[src/rip_pkg.sv]
`timescale 1ns / 1ps
`default_nettype none

package rip_pkg;

  // Field widths
  localparam int VALUE_BITS      = 32;
  localparam int COUNT_BITS      = 16;
  localparam int RADIX_BITS      = 6;
  localparam int CHAR_BITS       = 8;
  localparam int DIGIT_BITS      = 7;
  localparam int SEPARATOR_SLOTS = 4;
  localparam int CFG_INDEX_BITS  = 3;
  localparam int CFG_DATA_BITS   = 32;

  // Configuration register indexes
  localparam logic [CFG_INDEX_BITS-1:0] CFG_BASE_RADIX  = 3'd0;
  localparam logic [CFG_INDEX_BITS-1:0] CFG_LEAD_SKIP   = 3'd1;
  localparam logic [CFG_INDEX_BITS-1:0] CFG_SIGN_MODE   = 3'd2;
  localparam logic [CFG_INDEX_BITS-1:0] CFG_SPACE_AFTER = 3'd3;
  localparam logic [CFG_INDEX_BITS-1:0] CFG_HEX_ENABLE  = 3'd4;
  localparam logic [CFG_INDEX_BITS-1:0] CFG_SEPARATORS  = 3'd5;

  // Mode codes
  localparam logic [1:0] LEAD_SKIP_NONE  = 2'd0;
  localparam logic [1:0] LEAD_SKIP_SPACE = 2'd1;
  localparam logic [1:0] SIGN_NONE       = 2'd0;
  localparam logic [1:0] SIGN_MINUS      = 2'd1;

  localparam logic [RADIX_BITS-1:0] RADIX_MIN   = 6'd2;
  localparam logic [RADIX_BITS-1:0] RADIX_MAX   = 6'd36;
  localparam logic [RADIX_BITS-1:0] RADIX_RESET = 6'd10;
  localparam logic [RADIX_BITS-1:0] RADIX_HEX   = 6'd16;

  localparam logic [DIGIT_BITS-1:0] DIGIT_NONE = 7'd99;

  // Character codes
  localparam logic [CHAR_BITS-1:0] CH_NUL   = 8'h00;
  localparam logic [CHAR_BITS-1:0] CH_TAB   = 8'h09;
  localparam logic [CHAR_BITS-1:0] CH_LF    = 8'h0A;
  localparam logic [CHAR_BITS-1:0] CH_FF    = 8'h0C;
  localparam logic [CHAR_BITS-1:0] CH_CR    = 8'h0D;
  localparam logic [CHAR_BITS-1:0] CH_SPACE = 8'h20;
  localparam logic [CHAR_BITS-1:0] CH_PLUS  = 8'h2B;
  localparam logic [CHAR_BITS-1:0] CH_MINUS = 8'h2D;
  localparam logic [CHAR_BITS-1:0] CH_ZERO  = 8'h30;
  localparam logic [CHAR_BITS-1:0] CH_NINE  = 8'h39;
  localparam logic [CHAR_BITS-1:0] CH_UP_A  = 8'h41;
  localparam logic [CHAR_BITS-1:0] CH_UP_X  = 8'h58;
  localparam logic [CHAR_BITS-1:0] CH_UP_Z  = 8'h5A;
  localparam logic [CHAR_BITS-1:0] CH_LO_A  = 8'h61;
  localparam logic [CHAR_BITS-1:0] CH_LO_X  = 8'h78;
  localparam logic [CHAR_BITS-1:0] CH_LO_Z  = 8'h7A;

  typedef enum logic [1:0] {
    CAUSE_REJECT = 2'd0,
    CAUSE_NUL    = 2'd1,
    CAUSE_LAST   = 2'd2
  } rip_cause_t;

  // Per-field parsing rules
  typedef struct packed {
    logic neg;
    logic chk_minus;
    logic chk_sign;
    logic chk_hex;
    logic space_first;
    logic ws_first;
    logic space_after;
  } rip_flags_t;

  // Running number state
  typedef struct packed {
    logic [VALUE_BITS-1:0] acc;
    logic [RADIX_BITS-1:0] radix;
    rip_flags_t            flags;
    logic                  zero_digit;
    logic [COUNT_BITS-1:0] count;
  } rip_state_t;

  function automatic logic [RADIX_BITS-1:0] clamp_radix(input logic [RADIX_BITS-1:0] r);
    logic [RADIX_BITS-1:0] res;
    res = r;
    if (r < RADIX_MIN) res = RADIX_MIN;
    else if (r > RADIX_MAX) res = RADIX_MAX;
    return res;
  endfunction

  // Digit value of a character, DIGIT_NONE when it is no digit at all
  function automatic logic [DIGIT_BITS-1:0] digit_of(input logic [CHAR_BITS-1:0] c);
    logic [DIGIT_BITS-1:0] d;
    d = DIGIT_NONE;
    if (c inside {[CH_ZERO:CH_NINE]}) d = DIGIT_BITS'(c - CH_ZERO);
    else if (c inside {[CH_UP_A:CH_UP_Z]}) d = DIGIT_BITS'(c - CH_UP_A) + 7'd10;
    else if (c inside {[CH_LO_A:CH_LO_Z]}) d = DIGIT_BITS'(c - CH_LO_A) + 7'd10;
    return d;
  endfunction

endpackage

`default_nettype wire

[src/rip_ifs.sv]
`timescale 1ns / 1ps
`default_nettype none

// Character request channel
interface rip_char_if;
  import rip_pkg::*;
  logic                 valid;
  logic                 ready;
  logic [CHAR_BITS-1:0] ch;
  logic                 last;
  modport source (output valid, ch, last, input ready);
  modport sink (input valid, ch, last, output ready);
endinterface

// Parsed number channel
interface rip_result_if;
  import rip_pkg::*;
  logic                         valid;
  logic                         ready;
  logic signed [VALUE_BITS-1:0] value;
  logic [COUNT_BITS-1:0]        parsed_count;
  logic [1:0]                   end_cause;
  modport source (output valid, value, parsed_count, end_cause, input ready);
  modport sink (input valid, value, parsed_count, end_cause, output ready);
endinterface

// Register write channel
interface rip_cfg_if;
  import rip_pkg::*;
  logic                      valid;
  logic                      ready;
  logic [CFG_INDEX_BITS-1:0] index;
  logic [CFG_DATA_BITS-1:0]  data;
  modport source (output valid, index, data, input ready);
  modport sink (input valid, index, data, output ready);
endinterface

`default_nettype wire

[src/rip_char_step.sv]
`timescale 1ns / 1ps
`default_nettype none

// Judges one non-NUL character against the current rules and updates the number.
module rip_char_step import rip_pkg::*; (
  input  rip_state_t                         cur,
  input  logic [CHAR_BITS-1:0]               ch,
  input  logic [SEPARATOR_SLOTS*CHAR_BITS-1:0] separators,
  output rip_state_t                         nxt,
  output logic                               consumed
);

  logic                             is_blank;
  logic                             is_ws;
  logic                             acc_zero;
  logic                             sep_hit;
  logic [DIGIT_BITS-1:0]            digit;
  logic                             digit_ok;
  logic [VALUE_BITS+RADIX_BITS-1:0] product;

  assign is_blank = (ch == CH_SPACE) || (ch == CH_TAB);
  assign is_ws    = (ch == CH_TAB) || (ch == CH_LF) || (ch == CH_CR) || (ch == CH_FF);
  assign acc_zero = (cur.acc == '0);
  assign digit    = digit_of(ch);
  assign digit_ok = (digit < {1'b0, cur.radix});
  assign product  = {{RADIX_BITS{1'b0}}, cur.acc} * {{VALUE_BITS{1'b0}}, cur.radix};

  // Separator compare against all slots at once
  always_comb begin
    sep_hit = 1'b0;
    for (int i = 0; i < SEPARATOR_SLOTS; i++) begin
      if (separators[CHAR_BITS*i +: CHAR_BITS] != CH_NUL &&
          separators[CHAR_BITS*i +: CHAR_BITS] == ch) begin
        sep_hit = 1'b1;
      end
    end
  end

  always_comb begin
    logic taken;
    nxt      = cur;
    taken    = 1'b0;
    if (ch <= CH_SPACE) begin
      if (is_blank && (cur.flags.space_first || cur.flags.ws_first || cur.flags.space_after)) begin
        taken = 1'b1;
      end else if (is_ws && cur.flags.ws_first) begin
        taken = 1'b1;
      end
    end else if (cur.flags.chk_hex && (ch == CH_LO_X || ch == CH_UP_X) &&
                 cur.zero_digit && acc_zero) begin
      // 0x prefix switches to radix 16
      taken                   = 1'b1;
      nxt.radix               = RADIX_HEX;
      nxt.flags.chk_hex       = 1'b0;
      nxt.flags.space_first   = 1'b0;
      nxt.flags.ws_first      = 1'b0;
      nxt.flags.space_after   = 1'b0;
    end else if (ch == CH_MINUS && acc_zero && (cur.flags.chk_minus || cur.flags.chk_sign)) begin
      taken                   = 1'b1;
      nxt.flags.neg           = 1'b1;
      nxt.flags.chk_minus     = 1'b0;
      nxt.flags.chk_sign      = 1'b0;
      nxt.flags.space_first   = 1'b0;
      nxt.flags.ws_first      = 1'b0;
    end else if (ch == CH_PLUS && acc_zero && cur.flags.chk_sign) begin
      taken                   = 1'b1;
      nxt.flags.chk_minus     = 1'b0;
      nxt.flags.chk_sign      = 1'b0;
      nxt.flags.space_first   = 1'b0;
      nxt.flags.ws_first      = 1'b0;
    end else if (digit_ok) begin
      // Multiply-accumulate, wrapping at the value width
      taken                   = 1'b1;
      nxt.acc                 = product[VALUE_BITS-1:0] + VALUE_BITS'(digit);
      nxt.zero_digit          = (digit == '0);
      nxt.flags.space_first   = 1'b0;
      nxt.flags.ws_first      = 1'b0;
      nxt.flags.space_after   = 1'b0;
    end

    // Anything not taken above clears the leading rules; separators are still eaten
    if (!taken) begin
      nxt.flags.space_first   = 1'b0;
      nxt.flags.ws_first      = 1'b0;
      nxt.flags.space_after   = 1'b0;
      nxt.flags.chk_hex       = 1'b0;
      nxt.zero_digit          = 1'b0;
    end
    consumed = taken || sep_hit;

    // Saturating character count
    if (consumed && cur.count != '1) nxt.count = cur.count + COUNT_BITS'(1);
  end

endmodule

`default_nettype wire

[src/radix_integer_parser.sv]
`timescale 1ns / 1ps
`default_nettype none

// Character-stream integer parser. One character is taken per request on
// char_in; digits in the configured radix (2..36, letters in either case) build
// a 32-bit wrapping value, with optional leading-blank skipping, sign, blanks
// after the sign, a 0x prefix that switches to radix 16, and up to four
// separator bytes. The number ends at a rejected character, a NUL, or the
// character marked last; one result then carries the value (negated on a
// minus), the saturating count of consumed characters and the end cause.
// Characters after an early end are dropped through the next last one.
// Throughput is one character per clock while the result register is not held by
// a stalled result_out: each character passes through an input register, one
// multiply-add plus parallel compares, and the result register. The user must
// write registers on cfg only while no character is in flight (the block does not
// enforce this); rules and radix are latched at the first character of each field.
module radix_integer_parser import rip_pkg::*; (
  input  logic              clk,
  input  logic              rst,
  rip_char_if.sink          char_in,
  rip_result_if.source      result_out,
  rip_cfg_if.sink           cfg
);

  // Configuration registers
  logic [RADIX_BITS-1:0]                base_radix;
  logic [1:0]                           lead_skip_mode;
  logic [1:0]                           sign_mode;
  logic                                 space_after_sign;
  logic                                 hex_prefix_enable;
  logic [SEPARATOR_SLOTS*CHAR_BITS-1:0] separator_chars;

  // Input register
  logic                 in_valid;
  logic [CHAR_BITS-1:0] in_ch;
  logic                 in_last;

  // Field state
  rip_state_t st;
  logic       started;
  logic       finished;

  // Result register
  logic                  out_valid;
  logic [VALUE_BITS-1:0] out_value;
  logic [COUNT_BITS-1:0] out_count;
  rip_cause_t            out_cause;

  rip_state_t fresh;
  rip_state_t cur;
  rip_state_t step;
  rip_state_t st_next;
  logic       consumed;
  logic       fire;
  logic       emit;
  rip_cause_t cause;
  logic       started_next;
  logic       finished_next;
  logic       cur_finished;

  assign cfg.ready = 1'b1;

  always_ff @(posedge clk) begin
    if (rst) begin
      base_radix        <= RADIX_RESET;
      lead_skip_mode    <= LEAD_SKIP_NONE;
      sign_mode         <= SIGN_NONE;
      space_after_sign  <= 1'b0;
      hex_prefix_enable <= 1'b0;
      separator_chars   <= '0;
    end else if (cfg.valid) begin
      case (cfg.index)
        CFG_BASE_RADIX:  base_radix        <= cfg.data[RADIX_BITS-1:0];
        CFG_LEAD_SKIP:   lead_skip_mode    <= cfg.data[1:0];
        CFG_SIGN_MODE:   sign_mode         <= cfg.data[1:0];
        CFG_SPACE_AFTER: space_after_sign  <= cfg.data[0];
        CFG_HEX_ENABLE:  hex_prefix_enable <= cfg.data[0];
        CFG_SEPARATORS:  separator_chars   <= cfg.data[SEPARATOR_SLOTS*CHAR_BITS-1:0];
        default: ;
      endcase
    end
  end

  // Handshake: process the held character when the result slot is free or draining
  assign fire          = in_valid && (!out_valid || result_out.ready);
  assign char_in.ready = !in_valid || fire;

  always_ff @(posedge clk) begin
    if (rst) begin
      in_valid <= 1'b0;
    end else if (char_in.ready) begin
      in_valid <= char_in.valid;
    end
  end

  always_ff @(posedge clk) begin
    if (char_in.ready) begin
      in_ch   <= char_in.ch;
      in_last <= char_in.last;
    end
  end

  // State at the start of a field
  always_comb begin
    fresh                   = '0;
    fresh.radix             = clamp_radix(base_radix);
    fresh.flags.space_first = (lead_skip_mode == LEAD_SKIP_SPACE);
    fresh.flags.ws_first    = (lead_skip_mode > LEAD_SKIP_SPACE);
    fresh.flags.chk_minus   = (sign_mode == SIGN_MINUS);
    fresh.flags.chk_sign    = (sign_mode > SIGN_MINUS);
    fresh.flags.space_after = space_after_sign;
    fresh.flags.chk_hex     = hex_prefix_enable;
  end

  assign cur          = started ? st : fresh;
  assign cur_finished = started && finished;

  rip_char_step u_step (
    .cur        (cur),
    .ch         (in_ch),
    .separators (separator_chars),
    .nxt        (step),
    .consumed   (consumed)
  );

  // End detection and field bookkeeping
  always_comb begin
    st_next       = cur;
    emit          = 1'b0;
    cause         = CAUSE_REJECT;
    started_next  = 1'b1;
    finished_next = cur_finished;
    if (cur_finished) begin
      if (in_last) started_next = 1'b0;
    end else if (in_ch == CH_NUL) begin
      emit  = 1'b1;
      cause = CAUSE_NUL;
    end else if (consumed) begin
      st_next = step;
      emit    = in_last;
      cause   = CAUSE_LAST;
    end else begin
      st_next = step;
      emit    = 1'b1;
      cause   = CAUSE_REJECT;
    end
    if (emit) begin
      if (in_last) started_next = 1'b0;
      else finished_next = 1'b1;
    end
  end

  always_ff @(posedge clk) begin
    if (rst) begin
      started  <= 1'b0;
      finished <= 1'b0;
    end else if (fire) begin
      started  <= started_next;
      finished <= finished_next;
    end
  end

  always_ff @(posedge clk) begin
    if (fire) st <= st_next;
  end

  // Result register
  always_ff @(posedge clk) begin
    if (rst) begin
      out_valid <= 1'b0;
    end else if (fire && emit) begin
      out_valid <= 1'b1;
    end else if (result_out.ready) begin
      out_valid <= 1'b0;
    end
  end

  always_ff @(posedge clk) begin
    if (fire && emit) begin
      out_value <= st_next.flags.neg ? (VALUE_BITS'(0) - st_next.acc) : st_next.acc;
      out_count <= st_next.count;
      out_cause <= cause;
    end
  end

  assign result_out.valid        = out_valid;
  assign result_out.value        = out_value;
  assign result_out.parsed_count = out_count;
  assign result_out.end_cause    = out_cause;

endmodule

`default_nettype wire

[src/flat_wrapper.sv]
// flat-port wrapper written by rule: the top's interface ports become plain ports
module radix_integer_parser_flat import rip_pkg::*;
  (clk, rst, char_in_valid, char_in_ch, char_in_last, char_in_ready, result_out_valid, result_out_value, result_out_parsed_count, result_out_end_cause, result_out_ready, cfg_valid, cfg_index, cfg_data, cfg_ready);
  rip_char_if char_in_i ();
  rip_result_if result_out_i ();
  rip_cfg_if cfg_i ();
  input  logic clk;
  input  logic rst;
  input wire logic [$bits(char_in_i.valid)-1:0] char_in_valid;
  input wire logic [$bits(char_in_i.ch)-1:0] char_in_ch;
  input wire logic [$bits(char_in_i.last)-1:0] char_in_last;
  output wire logic [$bits(char_in_i.ready)-1:0] char_in_ready;
  output wire logic [$bits(result_out_i.valid)-1:0] result_out_valid;
  output wire logic [$bits(result_out_i.value)-1:0] result_out_value;
  output wire logic [$bits(result_out_i.parsed_count)-1:0] result_out_parsed_count;
  output wire logic [$bits(result_out_i.end_cause)-1:0] result_out_end_cause;
  input wire logic [$bits(result_out_i.ready)-1:0] result_out_ready;
  input wire logic [$bits(cfg_i.valid)-1:0] cfg_valid;
  input wire logic [$bits(cfg_i.index)-1:0] cfg_index;
  input wire logic [$bits(cfg_i.data)-1:0] cfg_data;
  output wire logic [$bits(cfg_i.ready)-1:0] cfg_ready;
  assign char_in_i.valid = char_in_valid;
  assign char_in_i.ch = char_in_ch;
  assign char_in_i.last = char_in_last;
  assign char_in_ready = char_in_i.ready;
  assign result_out_valid = result_out_i.valid;
  assign result_out_value = result_out_i.value;
  assign result_out_parsed_count = result_out_i.parsed_count;
  assign result_out_end_cause = result_out_i.end_cause;
  assign result_out_i.ready = result_out_ready;
  assign cfg_i.valid = cfg_valid;
  assign cfg_i.index = cfg_index;
  assign cfg_i.data = cfg_data;
  assign cfg_ready = cfg_i.ready;
  radix_integer_parser u_core (.clk(clk), .rst(rst), .char_in(char_in_i), .result_out(result_out_i), .cfg(cfg_i));
endmodule
[config.mk]
export PLATFORM = sky130hd
export DESIGN_NAME = radix_integer_parser_flat
export DESIGN_NICKNAME = d
export VERILOG_FILES = /design/src/rip_pkg.sv /design/src/rip_ifs.sv /design/src/rip_char_step.sv /design/src/radix_integer_parser.sv /design/src/flat_wrapper.sv
export SDC_FILE = /design/constraint.sdc
export NUM_CORES = 1
export LEC_CHECK = 0
export ABC_AREA = 1
export BUFFER_PORTS_ARGS = -buffer_cell sky130_fd_sc_hd__buf_2
export CAP_MARGIN = 10
export CORE_ASPECT_RATIO = 0.5
export CORE_MARGIN = 2
export CORE_UTILIZATION = 40
export CTS_BUF_LIST = sky130_fd_sc_hd__clkbuf_4
export CTS_CLUSTER_SIZE = 14
export DETAILED_ROUTE_END_ITERATION = 10
export GPL_TIMING_DRIVEN = 0
export PLACE_DENSITY = 0.65
export SYNTH_ARGS = -nofsm -noshare
export SYNTH_HDL_FRONTEND = slang
export SYNTH_SLANG_ARGS = --single-unit
[constraint.sdc]
create_clock -name clk -period 8.1 [get_ports clk]
set_input_delay 0.405 -clock clk [delete_from_list [all_inputs] [get_ports clk]]
set_output_delay 0.405 -clock clk [all_outputs]
set_load 0.03 [all_outputs]
==> out/results.tsv, run 1 <==
metric	value	unit
outcome	finished, final reports clean	
h-tree-depth	4	
clk_latency	0.63	ns
antenna_found_initial	1	
synth_area_per_cell	7.47	sq um
slew_headroom	52.7	%
seq_area_frac_synth	28.5	%
ir_drop	117	uV
regArea	4590	sq um
synth_top_flop_cell	edfxtp_1	
die_area	42000	sq um
synth_nets	2398	
cts_tree	built	
rows	51	
area_growth	11.3	%
finClkSkew	0.0335	ns
fmaxAchievable	128	MHz
cp.arrival	8.21	ns
fillers	4050	
ant_nets	0	
synth_cell_type_count	57	
die_w	288	microns
yosysTopAreaCellShare	22.6	%
boundaryPins	102	
path_class	register to register	
clock-sinks	169	
clk_pin_slew	0.15	ns
cp.required	8.49	ns
viasPerCell	5.07	
pwr-share-comb	36.3	%
synth_seq_cells	169	
cp-start-kind	register	
layout-drive-gt1-share	10.9	%
drt-initial-drc-count	1366	
worst_path_largest_cell_delay	0.56	ns
grt_pass1_vias	13469	
path_max_fanout	10	
start_util	41.0	%
setup_viol	0	
routed_wl	47.2	mm
r2r_setup_slack	0.29	ns
drc	0	
final_cell_mix	561 x nand2_1, 384 x inv_1, 217 x nor2_1, 121 x edfxtp_1, 113 x fa_1	
p_int	1.49	mW
synth_edf_count	121	
powerDensity	136	nW/um^2
wl_met1	21.8	mm
final_util	45.6	%
core	39300	sq um
cpMostUsedCell	nand2_1	
cts_buffer_depth	2	
min_period_over_period	96.5	%
grt.overflow.total	0	
synth_area_leader_cell	edfxtp_1	
p_sw_share	39.1	%
die_height	146	microns
min_path_type	primary input to register	
wire_per_inst	16.5	microns
grt_setup_unrepaired	no	
netlist_area	16100	sq um
vias	14452	
wl_met2	20.8	mm
async_reset_ff_share	0	%
fin_crit	7.81	ns
p_sw	0.957	mW
dr.pass1.iters	6	
gp_congestion	0.963	
finalHoldViolCount	0	
ys_warn_count	0	
slowest_stage	clkbuf_1	
placed_cells	2788	
cap_violations	0	
wl_met3	3.68	mm
synthTopCellsByArea	edfxtp_1 23%, fa_1 14%, nand2_1 13%, inv_1 9.0%, ha_1 6.2%	
grt_max_degree	47	
final_common_cell	nand2_1	
setup_slack	0.287	ns
multiInputGateArea	9660	sq um
track_usage	22.6	%
dp_hpwl	38.2	mm
cts_made_buffers	17	
pre_cts_ws	0.0439	ns
final_area	17900	sq um
numPortBuffers	100	
crit_path_end_kind	register	
layout.cells.non_filler	2850	
nets	2548	
power.share.sequential	41.7	%
root_buffer	clkbuf_4	
slew_viol_final	0	
power_leakage	9.90	nW
clockPowerShare	22.0	%
grt_pass1_wl	74.2	mm
worstMarginPinSlew	0.704	ns
synth_cells	2156	
top_layer_used	met4	
fin_hold_ws	0.0512	ns
place_area	17300	sq um
worst max-delay path: cells and delay by family (launching register included):
family | cells | cell delay (ns)
XOR/XNOR | 1 | 0.15
AO/OA/AOI/OAI | 1 | 0.18
buffers and inverters | 9 | 1.96
AND/OR/NAND/NOR | 19 | 2.89
adder cells (fa/ha/maj) | 5 | 2.05
flip-flops | 1 | 0.36
kinds of logic (layout without fill, tap and decap cells):
logic type | after synthesis | count (layout) | share of synthesized area, %
xor gates and xnor gates | 77 | 77 | 4.24
AOI/OAI and AO/OA | 224 | 224 | 7.80
DFF | 169 | 169 | 28.5
and+or+nand+nor | 1024 | 1024 | 27.7
adders and majority gates | 193 | 193 | 20.3
other | 1 | 2 | 0.0233
buffers and inverters | 468 | 631 | 11.5
cell usage after synthesis, drive strengths merged (26+ instances only):
| cell | instances |
|---|---|
| inv | 411 |
| edfxtp | 121 |
| ha | 80 |
| fa | 113 |
| dfxtp | 48 |
| a21oi | 82 |
| nand4 | 31 |
| xor2 | 58 |
| nand2 | 584 |
| nand3 | 122 |
| clkbuf | 34 |
| o21ai | 105 |
| nor3 | 26 |
| nor2 | 235 |
power groups by stage:
| stage | clock network [mW] | registers (mW) | logic [mW] |
|---|---|---|---|
| floorplan | 0 | 1.07 | 0.572 |
| finish | 0.539 | 1.02 | 0.887 |
| detailed placement | 0 | 1.04 | 0.864 |
| CTS | 0.550 | 1.02 | 0.879 |
| global placement | 0 | 1.04 | 0.853 |
| global route | 0.583 | 1.02 | 0.977 |
repair_timing:
item | in CTS | in global routing
setup endpoints to repair | 1 | 18
endpoints found under the hold margin | 34 | 0
gates resized for setup | 1 | 7
hold buffers | 30 | 0
setup buffers | 0 | 0
routing by layer:
metal / GRT usage, % / up-vias
met4: 5.96 / 0
met1: 32.8 / 6793
met5: 0 / -
met2: 34.6 / 544
met3: 4.11 / 59
li1: - / 7056
final timing paths:
kind,startpoint,to,cells past startpoint
setup reg to reg,u_core.started,u_core.result_out.value[27],35
hold reg to reg,u_core.space_after_sign,u_core.space_after_sign,2
setup / recovery,u_core.started,u_core.result_out.value[27],35
hold / removal,char_in_valid,u_core.in_valid,3
sequential cells by signal, summed over array words and instances (netlist names):
signal and count:
u_core.in_last 1, u_core.in_valid 1, u_core.separator_chars 32, u_core.finished 1, u_core.result_out.value 32, u_core.result_out.end_cause 2, u_core.result_out.parsed_count 16, u_core.space_after_sign 1
u_core.st 62, u_core.sign_mode 2, u_core.in_ch 8, u_core.started 1, u_core.hex_prefix_enable 1, u_core.lead_skip_mode 2, u_core.result_out.valid 1, u_core.base_radix 6
cell type report:
| class | count | area share, % |
|---|---|---|
| Antenna cell | 1 | 0.0140 |
| Buffer | 53 | 1.63 |
| Clock buffer | 18 | 0.754 |
| Clock inverter | 14 | 0.950 |
| Inverter | 414 | 8.68 |
| Multi-Input combinational cell | 1519 | 53.9 |
| Sequential cell | 169 | 25.6 |
| Tap cell | 530 | 3.70 |
| Timing Repair Buffer | 132 | 4.69 |
stage by stage:
| stage | power [mW] | setup TNS (ns) |
|---|---|---|
| finish | 2.45 | 0 |
| detailed placement | 1.90 | 0 |
| global route | 2.58 | 0 |
| CTS | 2.45 | 0 |
| global placement | 1.89 | -0.00815 |
| floorplan | 1.64 | 0 |
(Power assumes the default switching activity.)
==> run 2: changes to the inputs <==
--- a/config.mk
+++ b/config.mk
@@ -5,7 +5,7 @@
 export SDC_FILE = /design/constraint.sdc
 export NUM_CORES = 1
 export LEC_CHECK = 0
-export ABC_AREA = 1
+export ABC_AREA = 0
 export BUFFER_PORTS_ARGS = -buffer_cell sky130_fd_sc_hd__buf_2
 export CAP_MARGIN = 10
 export CORE_ASPECT_RATIO = 0.5
@@ -15,7 +15,7 @@
 export CTS_CLUSTER_SIZE = 14
 export DETAILED_ROUTE_END_ITERATION = 10
 export GPL_TIMING_DRIVEN = 0
-export PLACE_DENSITY = 0.65
+export PLACE_DENSITY = 0.66
 export SYNTH_ARGS = -nofsm -noshare
 export SYNTH_HDL_FRONTEND = slang
 export SYNTH_SLANG_ARGS = --single-unit
==> run 2 against run 1 <==
Compared with the run above: area after synthesis shrank 8.8%; die area is 8.7% lower; combinational power decreased by 42%; via count shrank 13%; clock power fell by 7.6%; wire length fell by 5.7%; count of clock-buffer cells in the layout down 1.
==> out/results.tsv, run 2 <==
metric	value	unit	change
outcome	finished, final reports clean		
yosysTopAreaCellShare	24.8	%	+2.2 points
largest-register	u_core.st		
synth_edf_count	121		unchanged
seq_area_frac_synth	31.3	%	+2.8 points
final_common_cell	nand2_1		
finClkSkew	0.0406	ns	+0.00707 ns
min_period_over_period	96.5	%	about the same
synth_cells	1527		-29%
ir_drop	94.6	uV	-19%
reg2reg_to	u_core.result_out.value[31]		
setup-tns-final	0	ns	unchanged
grt_max_degree	37		-21%
clk_pin_slew	0.16	ns	about the same
ys_top_cells_by_count	172 x nand2_1, 159 x and3_1, 123 x a21oi_1		
clk_latency	0.61	ns	-0.02 ns
slew_viol_final	0		unchanged
worstHoldEndpoint	u_core.separator_chars[30]		
path_class	register to register		
numPortBuffers	98		-2.0%
setup_viol	0		unchanged
rows	49		-3.9%
netlist_area	14700	sq um	-8.8%
synth_cell_type_count	94		+65%
synthTopCellsByArea	edfxtp_1 25%, fa_1 15%, ha_1 6.8%, and3_1 6.8%, dfxtp_1 6.5%		
path_max_fanout	10		unchanged
cts_tree	built		
drc	0		unchanged
start_util	40.7	%	-0.25 points
cp-startpoint	u_core.started		
track_usage	23.3	%	+0.65 points
slew_headroom	21.3	%	-31 points
cts_made_buffers	17		unchanged
worstMarginPinSlew	1.18	ns	+0.474 ns
core	36000	sq um	-8.3%
cts_buffer_depth	2		unchanged
area_growth	12.6	%	
ant_nets	0		unchanged
die_w	275	microns	-4.5%
synth_area_per_cell	9.61	sq um	+29%
whs_path_depth	3		unchanged
timing.rr.start	u_core.started		
worst_r2r_path_depth	27		-23%
final_area	16500	sq um	-7.8%
min_path_type	primary input to register		
crit_path_end_kind	register		
dr.pass1.iters	8		+2
clock-sinks	169		unchanged
wire_per_inst	20.5	microns	+24%
dp_hpwl	34.6	mm	-9.4%
fin_crit	7.82	ns	+0.00431 ns
final_cell_mix	172 x nand2_1, 159 x and3_1, 122 x a21oi_1, 121 x edfxtp_1, 113 x fa_1		
synth_nets	1769		-26%
synth_seq_cells	169		unchanged
cp-start-kind	register		
worstHoldStart	cfg_data[30]		
routed_wl	44.5	mm	-5.7%
place_area	15900	sq um	-8.4%
grt_pass1_vias	12136		-9.9%
layout-drive-gt1-share	13.4	%	+2.5 points
root_buffer	clkbuf_4		
fmaxAchievable	128	MHz	about the same
die_height	139	microns	-4.4%
power_leakage	7.61	nW	-23%
r2r_setup_slack	0.28	ns	about the same
drt-initial-drc-count	1414		+3.5%
grt.overflow.total	0		unchanged
synth_area_leader_cell	edfxtp_1		
largest_reg_flops	62		unchanged
cp.arrival	8.17	ns	-0.04 ns
gp_congestion	0.968		+0.52%
cp.required	8.46	ns	-0.03 ns
synth_top_flop_cell	edfxtp_1		
h-tree-depth	4		unchanged
async_reset_ff_share	0	%	unchanged
antenna_found_initial	2		+1
ys_warn_count	0		unchanged
cap_violations	0		unchanged
boundaryPins	102		unchanged
viasPerCell	5.78		+14%
grt_pass1_wl	69.3	mm	-6.5%
synth.most_common_cell	nand2_1		
die_area	38300	sq um	-8.7%
vias	12518		-13%
finalHoldViolCount	0		unchanged
nets	1911		-25%
powerDensity	122	nW/um^2	-11%
==> run 2: cell count changes in the layout (fill, tap and decap cells not counted), moves of 16 or more <==
cell	delta
nor2_1	-137
o21ai_0	-42
nand3_1	-86
xnor2_1	+23
inv_2	-25
mux2i_1	+16
nand2_1	-389
a21oi_1	+44
and3_1	+158
nand2_2	-19
clkbuf_1	+22
inv_1	-307
==> run 2: worst max path at each step <==
stage / to
2_1_floorplan: u_core.result_out.end_cause[0]
3_3_place_gp: u_core.result_out.value[21]
3_5_place_dp: u_core.result_out.value[31]
4_1_cts: u_core.result_out.value[31]
5_1_grt: u_core.result_out.value[31]
6_report: u_core.result_out.value[31]
==> run 2: logic make-up (layout without fill, tap and decap cells) <==
logic type | count (synthesis) | after routing | share of synthesized area, %
AO/OA/AOI/OAI | 306 | 306 | 13.5
XOR/XNOR | 107 | 107 | 6.39
adder cells (fa/ha/maj) | 193 | 193 | 22.2
buffers and inverters | 160 | 315 | 4.75
flip-flops | 169 | 169 | 31.3
multiplexers | 17 | 17 | 1.17
other | 1 | 2 | 0.0256
AND/OR/NAND/NOR | 574 | 574 | 20.7
==> run 2: where the power goes <==
part	leakage, nW	switching (mW)	internal, mW
combinational	5.89	0.335	0.180
sequential	1.57	0.0353	0.968
clock	0.150	0.356	0.142
total	7.61	0.726	1.29
==> run 2: timing repair <==
action	in CTS	in global routing
hold buffers	15	2
gates resized for setup	32	29
cloned	0	0
setup endpoints to repair	48	17
pin swaps	3	7
buffers inserted	2	2
hold endpoints to repair	15	2
==> run 2: through the flow <==
stage / utilization [%] / hold slack [ns] / power, mW / std cells / setup slack [ns]
final: 45.8 / 0.0394 / 2.02 / 2167 / 0.283
after floorplan: - / 0.447 / 1.34 / 1527 / 0.253
after CTS: 45.6 / 0.00394 / 2.01 / 2162 / 0.0230
after detailed placement: 44.0 / 0.464 / 1.50 / 2113 / -2.21
after global routing: 45.8 / 0.00493 / 2.11 / 2167 / -0.0164
after global placement: 43.7 / 0.464 / 1.50 / 2109 / -3.19
==> run 2: layout make-up <==
cell class              count  area, sq um
plain buffers              80          469
inverters                  80          300
well taps                 484          606
clock buffers              17          128
diodes                      1         2.50
multi-input cells        1198         9500
repair buffers            123          756
clock inverters            15          159
fillers                  3419        19500
flip-flops and latches    169         4600
==> run 2: critical path: stages (launching register included) <==
cell       delay (ns)
dfxtp_2          0.36
buf_6            0.16
buf_8            0.17
buf_8            0.16
buf_6            0.17
buf_8            0.17
clkbuf_4         0.23
clkbuf_2         0.26
and3_1           0.20
fa_1             0.45
fa_1             0.52
fa_1             0.55
inv_1            0.07
fa_1             0.54
inv_1            0.05
ha_1             0.24
a211o_1          0.39
a211o_1          0.31
a2bb2oi_2        0.18
a211oi_2         0.34
xnor2_2          0.20
nor4_2           0.34
a21oi_2          0.11
or4_4            0.60
nor4_4           0.28
buf_4            0.18
a41oi_1          0.14
xor2_1           0.18
==> run 2: layer usage <==
layer | track usage [%] | wire length [microns]
met1 | 33.5 | 19600
met2 | 36.1 | 20100
met3 | 4.73 | 4050
met4 | 5.23 | 747
met5 | 0 | 0
==> run 3: changes to the inputs <==
--- a/config.mk
+++ b/config.mk
@@ -10,12 +10,12 @@
 export CAP_MARGIN = 10
 export CORE_ASPECT_RATIO = 0.5
 export CORE_MARGIN = 2
-export CORE_UTILIZATION = 40
+export CORE_UTILIZATION = 30
 export CTS_BUF_LIST = sky130_fd_sc_hd__clkbuf_4
 export CTS_CLUSTER_SIZE = 14
 export DETAILED_ROUTE_END_ITERATION = 10
 export GPL_TIMING_DRIVEN = 0
-export PLACE_DENSITY = 0.66
+export PLACE_DENSITY = 0.54
 export SYNTH_ARGS = -nofsm -noshare
 export SYNTH_HDL_FRONTEND = slang
 export SYNTH_SLANG_ARGS = --single-unit
==> run 3 against run 2 <==
Compared with the run above: cell count up 8.0%; first-iteration DRC count fell by 23%; utilization down 11 points; power is 2.2% higher; fmax down 0.83%; global-route usage shrank 4.6 points; worst setup slack lost 0.065 ns; hold slack improved by 0.0042 ns; critical path type unchanged; largest cell class unchanged; largest power group unchanged; highest routed layer unchanged.
==> out/results.tsv, run 3 (synthesis results as in run 2) <==
metric	value	unit	change
outcome	finished, final reports clean		
path_max_fanout	19		+9
routed_wl	47.1	mm	+5.9%
track_usage	18.7	%	-4.6 points
cp-startpoint	u_core.started		
p_sw	0.734	mW	+1.1%
worst_path_largest_cell_delay	0.59	ns	about the same
viasPerCell	5.31		-8.2%
cp.arrival	8.24	ns	+0.07 ns
cap_violations	0		unchanged
ant_nets	0		unchanged
h-tree-depth	4		unchanged
largest-register	u_core.st		
finalHoldViolCount	0		unchanged
wire_per_inst	20.1	microns	-1.9%
final_common_cell	nand2_1		
area_growth	14.8	%	
cp.required	8.46	ns	about the same
dp_hpwl	36.6	mm	+5.7%
p_int	1.33	mW	+2.9%
pwr-share-comb	25.4	%	about the same
worstMarginPinSlew	1.17	ns	-0.00643 ns
fillers	4948		+45%
slowest_stage	or4_4		
die_area	50800	sq um	+33%
reg2reg_to	u_core.result_out.value[31]		
setup.worst_path.end	u_core.result_out.value[31]		
r2r_setup_slack	0.22	ns	-0.07 ns
layout.cells.non_filler	2340		+8.0%
fmaxAchievable	127	MHz	-0.83%
setup_viol	0		unchanged
clk_latency	0.60	ns	about the same
die_w	317	microns	+15%
cts_made_buffers	17		unchanged
worst_r2r_path_depth	28		+3.7%
drt-initial-drc-count	1095		-23%
start_util	30.3	%	-10 points
root_buffer	clkbuf_4		
power.share.sequential	48.7	%	-1.1 points
rows	57		+16%
slew_headroom	21.7	%	+0.43 points
vias	12415		-0.82%
nets	1918		+0.37%
slew_viol_final	0		unchanged
cts_buffer_depth	2		unchanged
timing.rr.start	u_core.started		
crit_path_end_kind	register		
cts_tree	built		
powerDensity	122	nW/um^2	+0.27%
grt.overflow.total	0		unchanged
power_leakage	7.66	nW	+0.64%
largest_reg_flops	62		unchanged
fin_crit	7.88	ns	+0.0651 ns
die_height	160	microns	+15%
boundaryPins	102		unchanged
p_sw_share	35.6	%	-0.42 points
clockPowerShare	25.8	%	+1.1 points
grt_pass1_wl	73.1	mm	+5.4%
path_class	register to register		
gp_congestion	0.936		-3.3%
antenna_found_initial	1		-1
layout-drive-gt1-share	13.6	%	+0.24 points
final_util	34.8	%	-11 points
min_path_type	primary input to register		
finClkSkew	0.0542	ns	+0.0136 ns
grt_pass1_vias	12412		+2.3%
min_period_over_period	97.3	%	+0.80 points
clk_pin_slew	0.18	ns	+0.02 ns
setup-tns-final	0	ns	unchanged
grt_max_degree	63		+70%
placed_cells	2277		+7.8%
numPortBuffers	98		unchanged
final_cell_mix	172 x nand2_1, 159 x and3_1, 121 x a21oi_1, 121 x edfxtp_1, 113 x fa_1		
clock-sinks	169		unchanged
drc	0		unchanged
ir_drop	92.3	uV	-2.5%
core	48400	sq um	+34%
cp-start-kind	register		
dr.pass1.iters	5		-3
## run 3: layout make-up
class	instances	area [sq um]	share of cell area, %
well taps	649	812	4.82
plain buffers	79	450	2.67
flip-flops and latches	169	4590	27.3
diodes	2	5.00	0.0297
clock buffers	18	135	0.802
inverters	80	303	1.80
multi-input cells	1198	9530	56.6
repair buffers	131	836	4.96
clock inverters	14	174	1.03
## run 3: stage by stage
step	hold slack, ns	cell area [sq um]	power [mW]	setup WS [ns]
final	0.0436	16800	2.06	0.218
after detailed placement	0.470	16100	1.51	-2.34
after CTS	0.000502	16700	2.07	0.0590
after floorplan	0.447	14700	1.34	0.253
after global placement	0.467	16000	1.51	-3.60
after global routing	0.00387	16800	2.17	-0.0120
## run 3: repair_timing
item | 4_1_cts | 5_1_grt
hold buffers | 22 | 3
setup endpoints to repair | 49 | 18
gates resized for setup | 28 | 32
pin swaps | 3 | 8
hold endpoints to repair | 22 | 3
buffers inserted | 3 | 2
## run 3: power groups by stage
stage                     Clock [mW]  Combinational [mW]  Sequential [mW]
final                          0.532               0.524             1.00
after global routing           0.587               0.572             1.01
after CTS                      0.554               0.512             1.00
after detailed placement           0               0.489             1.02
after global placement             0               0.483             1.03
after floorplan                    0               0.306             1.04
## run 3: worst min path at each step
stage / depth (start not counted) / end / from / slack [ns]
after global placement: 2 / u_core.separator_chars[12] / u_core.separator_chars[12] / 0.47
after floorplan: 2 / u_core.separator_chars[12] / u_core.separator_chars[12] / 0.45
final: 3 / u_core.separator_chars[8] / cfg_data[8] / 0.04
after CTS: 3 / u_core.separator_chars[16] / cfg_data[16] / 0.0005
after detailed placement: 2 / u_core.separator_chars[20] / u_core.separator_chars[20] / 0.47
after global routing: 2 / u_core.base_radix[3] / cfg_data[3] / 0.004
## run 3: per-layer routing
layer / share of wire, % / up-vias / global-route usage (%)
li1: - / 5762 / -
met3: 7.2 / 53 / 3.65
met2: 45 / 446 / 29.5
met4: 1.9 / 0 / 4.61
met1: 46 / 6154 / 26.2
met5: 0 / - / 0
## run 3: worst max-delay path: cells and delay by family (launching register included)
family | cells | cell delay [ns]
AOI/OAI and AO/OA | 6 | 1.39
xor gates and xnor gates | 2 | 0.37
adders and majority gates | 5 | 2.44
buffers and inverters | 11 | 1.73
DFF | 1 | 0.40
and+or+nand+nor | 4 | 1.32
